File: src/rtl/core/cds_queue.sv
// two-entry queue between front and back end
module cds_queue #(
	parameter int WIDTH = 8
) (
	input  logic             clk,
	input  logic             arst_n,
	input  logic             wr_valid,
	output logic             wr_stall,
	input  logic [WIDTH-1:0] wr_data,
	output logic             rd_valid,
	input  logic             rd_stall,
	output logic [WIDTH-1:0] rd_data
);

	logic [WIDTH-1:0] mem_q [2];
	logic wp_q, rp_q;
	logic [1:0] cnt_q;
	logic do_wr, do_rd;

	assign wr_stall = (cnt_q == 2'd2);
	assign rd_valid = (cnt_q != 2'd0);
	assign rd_data  = mem_q[rp_q];
	assign do_wr    = wr_valid && !wr_stall;
	assign do_rd    = rd_valid && !rd_stall;

	// pointers and fill count
	always_ff @(posedge clk or negedge arst_n) begin
		if (!arst_n) begin
			wp_q  <= 1'b0;
			rp_q  <= 1'b0;
			cnt_q <= 2'd0;
		end else begin
			if (do_wr) wp_q <= ~wp_q;
			if (do_rd) rp_q <= ~rp_q;
			cnt_q <= cnt_q + {1'b0, do_wr} - {1'b0, do_rd};
		end
	end

	// storage
	always_ff @(posedge clk) begin
		if (do_wr) mem_q[wp_q] <= wr_data;
	end

endmodule

File: config.mk
export PLATFORM = sky130hd
export DESIGN_NAME = cds_queue
export DESIGN_NICKNAME = d
export VERILOG_FILES = /design/src/rtl/core/cds_queue.sv
export SDC_FILE = /design/constraint.sdc
export NUM_CORES = 1
export LEC_CHECK = 0
export ABC_AREA = 1
export BUFFER_PORTS_ARGS = -buffer_cell sky130_fd_sc_hd__buf_2
export CORE_MARGIN = 3
export CORE_UTILIZATION = 53
export DETAILED_ROUTE_END_ITERATION = 8
export PLACE_DENSITY_LB_ADDON = 0.1
export REMOVE_ABC_BUFFERS = 1
export SYNTH_ARGS = -nofsm -noshare
export SYNTH_HDL_FRONTEND = slang
export SYNTH_SLANG_ARGS = --single-unit
File: constraint.sdc
create_clock -name clk -period 2.94 [get_ports clk]
set_input_delay 0.294 -clock clk [delete_from_list [all_inputs] [get_ports clk]]
set_output_delay 0.294 -clock clk [all_outputs]
set_load 0.005 [all_outputs]
==> results of run 1 <==
## registers in the layout, summed over array words and instances, names as in the netlist
register and cells:
rp_q 1, mem_q 16, cnt_q 2, wp_q 1
## metal layers
layer | part of all wire | up-vias | GRT usage
li1 | - | 288 | -
met1 | 0.41 | 245 | 0.173
met2 | 0.52 | 15 | 0.256
met3 | 0.059 | 2 | 0.0632
met4 | 0.0074 | 0 | 0.0526
met5 | 0 | - | 0
## layout make-up
class / count / area [um^2]
flip-flops and latches: 20 / 581
multi-input cells: 43 / 198
fillers: 101 / 400
repair buffers: 22 / 115
clock inverters: 1 / 3.75
clock buffers: 3 / 22.5
inverters: 11 / 43.8
well taps: 15 / 18.8
## cells in the final DEF (no fill, tap or decap)
master	count
nand2_1	33
buf_2	21
edfxtp_1	16
inv_1	8
dfrtp_1	4
nand2_2	3
nand3_1	3
clkbuf_4	3
inv_2	2
ha_1	2
nand2_4	1
inv_4	1
nor2_1	1
clkinv_1	1
dlygate4sd3_1	1
## worst max-delay path, delay by kind of cell, from the launching register on
family	cells	cell delay, ns
DFF	1	0.57
and+or+nand+nor	2	0.13
buffers and inverters	2	0.23
## logic make-up (layout without fill, tap and decap cells)
family,after synthesis,after routing,share of synthesized area
flops,20,20,0.697
buf+inv,12,37,0.0661
fa+ha+maj,2,2,0.0300
simple gates,41,41,0.207
## through the flow
step | utilization | cell area, um^2 | setup WS [ns] | std cells
floorplan | - | 822 | 1.64 | 74
finish | 0.710 | 982 | 1.43 | 115
global route | 0.710 | 982 | 1.31 | 115
CTS | 0.710 | 982 | 1.40 | 115
detailed placement | 0.684 | 946 | 1.49 | 110
global placement | 0.684 | 946 | 1.56 | 110
## power groups by stage
stage | logic, mW | clock network [mW] | registers [mW]
floorplan | 0.207 | 0 | 0.437
finish | 0.326 | 0.123 | 0.441
global placement | 0.315 | 0 | 0.445
global route | 0.366 | 0.142 | 0.453
detailed placement | 0.328 | 0 | 0.450
CTS | 0.332 | 0.130 | 0.443
## worst max-delay path by stage
stage,to,slack [ns],depth (start not counted),startpoint
after floorplan,cnt_q[1]$_DFF_PN0_,1.64,10,cnt_q[1]$_DFF_PN0_
after global placement,mem_q[1][3]$_DFFE_PP_,1.56,3,cnt_q[1]$_DFF_PN0_
after detailed placement,mem_q[1][1]$_DFFE_PP_,1.49,3,cnt_q[1]$_DFF_PN0_
after CTS,rd_data[3],1.40,4,rp_q$_DFFE_PN0P_
after global routing,rd_data[7],1.31,4,rp_q$_DFFE_PN0P_
final,rd_data[7],1.43,4,rp_q$_DFFE_PN0P_
==> impl_metrics.env, run 1 <==
export IMPL_rsz0062_at_grt="no"
export IMPL_crit_required_ns=2.65
export IMPL_power_frac_seq=0.496
export IMPL_die_w_um=45.7
export IMPL_routabilityCongestion=0.736
export IMPL_p_per_area_nw_per_um2=907
export IMPL_reg2reg_depth=3
export IMPL_leakage_nw=0.494
export IMPL_coreArea_um2=1380
export IMPL_p_clk_frac=0.139
export IMPL_critPathMaxStageDelay_ns=0.57
export IMPL_whs_endpoint="mem_q[1][7]$_DFFE_PP_"
export IMPL_drt_total_wl_mm=1.36
export IMPL_cts_tree="done"
export IMPL_antenna_found_initial=0
export IMPL_final_hold_violation_count=0
export IMPL_chipHeight_um=45.7
export IMPL_slew_violations=0
export IMPL_drive_gt1_frac=0.310
export IMPL_fin_total_pwr_uw=891
export IMPL_p_int_uw=571
export IMPL_syn_cell_area_um2=833
export IMPL_postCtsResizedCells=0
export IMPL_status="complete, no violations"
export IMPL_holdPathStages=1
export IMPL_relSlewSlack=0.574
export IMPL_gr_total_overflow=0
export IMPL_yosysTopAreaCell="edfxtp_1"
export IMPL_start_util=0.603
export IMPL_irDropWorstVdd_v=0.000573
export IMPL_synth_cells=75
export IMPL_antenna_left=0
export IMPL_vias_per_cell=4.78
export IMPL_yosysWarningCount=0
export IMPL_wire_per_inst_um=11.8
export IMPL_rr_startpoint="cnt_q[1]$_DFF_PN0_"
export IMPL_drc=0
export IMPL_skew_ns=0.00314
export IMPL_cts_sinks=20
export IMPL_async_reset_ff_frac=0.200
export IMPL_synth_top_area_share=0.577
export IMPL_antennaDiodeCount=0
export IMPL_first_pass_iters=3
export IMPL_synthTopCellsByArea="edfxtp_1 (58%), nand2_1 (15%), dfrtp_1 (12%)"
export IMPL_swShare=0.358
export IMPL_synth_enable_flop_cells=16
export IMPL_critPathKind="flop to output pin"
export IMPL_cts_root_buffer="clkbuf_4"
export IMPL_post_cts_setup_buffers=0
export IMPL_hold_buffers=1
export IMPL_synthTopCellsByCount="nand2_1 (33), edfxtp_1 (16), inv_1 (8)"
export IMPL_worst_path_max_fanout=10
export IMPL_hold_ws_ns=0.185
export IMPL_ys_seq_area_frac=0.697
export IMPL_hp_class="primary input to flop"
export IMPL_ios=22
export IMPL_pwr_share_comb=0.366
export IMPL_nNetsFinal=115
export IMPL_synth_most_common_cell="nand2_1"
export IMPL_rr_endpoint="mem_q[1][5]$_DFFE_PP_"
export IMPL_grt_pass1_vias=477
export IMPL_period_share=0.513
export IMPL_cts_clk_slew_worst_paths_ns=0.10
export IMPL_avgSynthCellArea_um2=11.1
export IMPL_cap_violations=0
export IMPL_rows=13
export IMPL_slowest_stage="dfrtp_1"
export IMPL_fin_crit_ns=1.51
export IMPL_setup_viol=0
export IMPL_synth_seq_cells=20
export IMPL_drtIter0Drc=6
export IMPL_crit_chain="inv_4 -> nand2_1 -> nand2_1 -> buf_2"
export IMPL_vias=550
export IMPL_synth_ff_type="edfxtp_1"
export IMPL_fmax_ghz=0.663
export IMPL_p_switching_uw=319
export IMPL_ys_types=12
export IMPL_numPortBuffers=21
export IMPL_area_growth_pct=17.9
export IMPL_clk_latency_ns=0.29
export IMPL_cp_end_kind="output pin"
export IMPL_critical_path_arrival_ns=1.22
export IMPL_cpMostUsedCell="nand2_1"
export IMPL_grt_max_degree=12
export IMPL_setup_tns_ns=0
export IMPL_dp_hpwl_mm=1.04
export IMPL_clock_path_buffers=2
export IMPL_grt_pass1_wl_mm=2.08
export IMPL_htreeDepth=1
export IMPL_worstHoldStart="wr_data[7]"
export IMPL_grt_use_total=0.153
export IMPL_cts_buffers=3
export IMPL_die_area_um2=2080
export IMPL_tightestPinTransition_ns=0.637
export IMPL_start_kind="flop"
export IMPL_rrSetupSlack_ns=1.50
Power figures use the tool's default switching activity.
==> inputs of run 2 (changes only) <==
--- a/config.mk
+++ b/config.mk
@@ -5,10 +5,10 @@
 export SDC_FILE = /design/constraint.sdc
 export NUM_CORES = 1
 export LEC_CHECK = 0
-export ABC_AREA = 1
+export ABC_AREA = 0
 export BUFFER_PORTS_ARGS = -buffer_cell sky130_fd_sc_hd__buf_2
 export CORE_MARGIN = 3
-export CORE_UTILIZATION = 53
+export CORE_UTILIZATION = 44
 export DETAILED_ROUTE_END_ITERATION = 8
 export PLACE_DENSITY_LB_ADDON = 0.1
 export REMOVE_ABC_BUFFERS = 1
==> constraint.sdc (replaced) <==
create_clock -name clk -period 1.36 [get_ports clk]
set_input_delay 0.136 -clock clk [delete_from_list [all_inputs] [get_ports clk]]
set_output_delay 0.136 -clock clk [all_outputs]
set_load 0.005 [all_outputs]
==> run 2 against run 1 <==
Net effect: the run now ends with setup timing left; combinational power rose to 3.4 times the previous value; first-iteration DRC count rose by 67%; non-clock buffer count is 18 higher; synthesized area down 5.7%; via count shrank 9.1%; critical endpoint is now cnt_q[1]$_DFF_PN0_; highest routed layer is now met3.
==> impl_metrics.env, run 2 <==
export IMPL_nNetsFinal=101
export IMPL_antennaDiodeCount=0
export IMPL_ys_seq_area_frac=0.739
export IMPL_largest_register_ff_count=16
export IMPL_skew_ns=0.00384
export IMPL_drive_gt1_frac=0.628
export IMPL_cts_clk_slew_worst_paths_ns=0.11
export IMPL_crit_family="flip-flops"
export IMPL_clock_path_buffers=2
export IMPL_final_hold_violation_count=0
export IMPL_first_pass_iters=4
export IMPL_slowest_stage="dfrtp_1"
export IMPL_pwr_share_comb=0.470
export IMPL_relSlewSlack=0.904
export IMPL_die_area_um2=2330
export IMPL_cts_buffers=3
export IMPL_violations="setup timing"
export IMPL_cts_root_buffer="clkbuf_4"
export IMPL_htreeDepth=1
export IMPL_irDropWorstVdd_v=0.00128
export IMPL_rsz0062_at_grt="yes"
export IMPL_highest_layer="met3"
export IMPL_grt_pass1_wl_mm=1.87
export IMPL_top_register="mem_q"
export IMPL_grt_use_total=0.129
export IMPL_power_frac_seq=0.387
export IMPL_vias=500
export IMPL_worstSetupEndpoint="cnt_q[1]$_DFF_PN0_"
export IMPL_crit_required_ns=1.55
export IMPL_cpMostUsedCell="ha_4"
export IMPL_coreArea_um2=1590
export IMPL_ys_types=14
export IMPL_p_int_mw=1.72
export IMPL_fin_total_pwr_mw=2.39
export IMPL_routabilityCongestion=0.720
export IMPL_rrSetupSlack_ns=-0.22
export IMPL_synth_most_common_cell="edfxtp_1"
export IMPL_gr_total_overflow=0
export IMPL_wire_per_inst_um=12.8
export IMPL_synth_enable_flop_cells=16
export IMPL_nFillCells=100
export IMPL_yosysWarningCount=0
export IMPL_ios=22
export IMPL_wl_met1_um=604
export IMPL_rows=14
export IMPL_final_common_cell="buf_2"
export IMPL_grt_max_degree=12
export IMPL_synthTopCellsByCount="edfxtp_1 (16), mux2_2 (8), dfrtp_1 (4)"
export IMPL_dp_hpwl_um=827
export IMPL_start_kind="flop"
export IMPL_slew_violations=0
export IMPL_die_w_um=48.3
export IMPL_grt_pass1_vias=447
export IMPL_p_switching_uw=667
export IMPL_avgSynthCellArea_um2=18.3
export IMPL_critPathMaxStageDelay_ns=0.40
export IMPL_fmax_ghz=0.634
export IMPL_cap_violations=0
export IMPL_syn_cell_area_um2=786
export IMPL_rr_endpoint="cnt_q[1]$_DFF_PN0_"
export IMPL_yosysTopAreaCell="edfxtp_1"
export IMPL_chipHeight_um=48.3
export IMPL_cp_end_kind="flop"
export IMPL_leakage_nw=0.500
export IMPL_p_per_area_nw_per_um2=2000
export IMPL_synth_cells=43
export IMPL_drtIter0Drc=10
export IMPL_synth_seq_cells=20
export IMPL_drt_total_wl_mm=1.41
export IMPL_antenna_left=0
export IMPL_reg2reg_depth=7
export IMPL_reg_top3="mem_q (16), cnt_q (2)"
export IMPL_hold_ws_ns=0.0395
export IMPL_hp_class="primary input to flop"
export IMPL_drc=0
export IMPL_synth_top_area_share=0.611
export IMPL_tightestPinTransition_ns=0.143
export IMPL_crit_start="cnt_q[1]$_DFF_PN0_"
export IMPL_rr_startpoint="cnt_q[1]$_DFF_PN0_"
export IMPL_path_buf_inv=1
export IMPL_fin_crit_ns=1.58
export IMPL_setup_tns_ns=-0.782
export IMPL_period_share=1.16
export IMPL_final_cell_mix="buf_2 (19), edfxtp_1 (16), mux2_2 (8), dlygate4sd3_1 (8), buf_4 (8)"
export IMPL_vias_per_cell=4.55
export IMPL_start_util=0.493
export IMPL_numPortBuffers=21
export IMPL_fin_ws_ns=-0.216
export IMPL_route_met3_wl_um=51
export IMPL_cts_sinks=20
export IMPL_crit_chain="or2_4 -> nor2b_4 -> ha_4 -> inv_2 -> ha_4 -> xnor2_2 -> xnor2_1"
export IMPL_synthTopCellsByArea="edfxtp_1 (61%), dfrtp_1 (13%), mux2_2 (11%)"
export IMPL_status="complete, but fails checks"
export IMPL_critPathKind="flop to flop"
export IMPL_synth_ff_type="edfxtp_1"
export IMPL_p_clk_frac=0.143
export IMPL_cts_tree="done"
export IMPL_worst_path_max_fanout=2
export IMPL_antenna_found_initial=0
export IMPL_swShare=0.280
export IMPL_path_depth=7
export IMPL_async_reset_ff_frac=0.200
export IMPL_dr_wl_met2_um=754
export IMPL_setup_viol=18
export IMPL_critical_path_arrival_ns=1.77
export IMPL_clk_latency_ns=0.30
export IMPL_area_growth_pct=52.2
[run 2: logic make-up (layout without fill, tap and decap cells)]
group	Yosys count	after routing	synth area share
mux	8	8	0.115
fa+ha+maj	2	2	0.0318
buf+inv	3	46	0.0159
flops	20	20	0.739
xor+xnor	4	4	0.0446
simple gates	6	6	0.0541
[run 2: cell type report]
class / count / area [um^2] / share of cell area
Sequential cell: 20 / 582 / 0.486
Timing Repair Buffer: 40 / 300 / 0.251
Multi-Input combinational cell: 20 / 240 / 0.201
Clock buffer: 4 / 36.3 / 0.0303
Tap cell: 24 / 30.0 / 0.0251
Inverter: 2 / 7.51 / 0.00628
[run 2: repair_timing]
| action | CTS | global route |
|---|---|---|
| setup buffers | 3 | 1 |
| gates resized for setup | 12 | 3 |
| setup endpoints to repair | 27 | 27 |
| hold endpoints to repair | 4 | 14 |
| pin swaps | 2 | 2 |
| hold buffers | 1 | 7 |
[run 2: per-stage QoR]
stage	setup slack [ns]	instances	instance area [um^2]	util
final	-0.216	110	1200	0.750
after global routing	-0.267	110	1200	0.750
after CTS	-0.203	102	1100	0.689
after detailed placement	-0.229	94	981	0.615
after global placement	-0.203	94	981	0.615
after floorplan	-0.233	42	781	-
[run 2: layer usage]
metal,global-route usage,vias to the layer above
met1,0.154,246
met5,0,-
met3,0.0554,0
met2,0.206,14
met4,0.0484,0
li1,-,240
[run 2: worst min-delay path by stage]
| stage | start | endpoint | slack, ns | cells past startpoint |
|---|---|---|---|---|
| floorplan | arst_n | cnt_q[0]$_DFF_PN0_ | -0.16 | 0 |
| global placement | arst_n | cnt_q[0]$_DFF_PN0_ | -0.05 | 1 |
| detailed placement | arst_n | cnt_q[0]$_DFF_PN0_ | -0.05 | 1 |
| CTS | wr_data[3] | mem_q[0][3]$_DFFE_PP_ | 0.007 | 1 |
| global route | wr_data[4] | mem_q[0][4]$_DFFE_PP_ | 0.02 | 1 |
| finish | wr_data[4] | mem_q[0][4]$_DFFE_PP_ | 0.04 | 1 |
[run 2: worst reg2reg max path, cell delays in order, from the launching register on]
cell and delay (ns):
dfrtp_1 0.40, or2_4 0.25, nor2b_4 0.14, ha_4 0.25, inv_2 0.03, ha_4 0.15, xnor2_2 0.13, xnor2_1 0.13
[run 2: power by group through the flow]
stage,combinational (mW),sequential [mW],clock [mW]
after floorplan,0.418,0.951,0
after global placement,0.766,0.966,0
after detailed placement,0.767,0.975,0
after CTS,1.02,0.923,0.350
after global routing,1.22,0.942,0.384
final,1.12,0.924,0.341
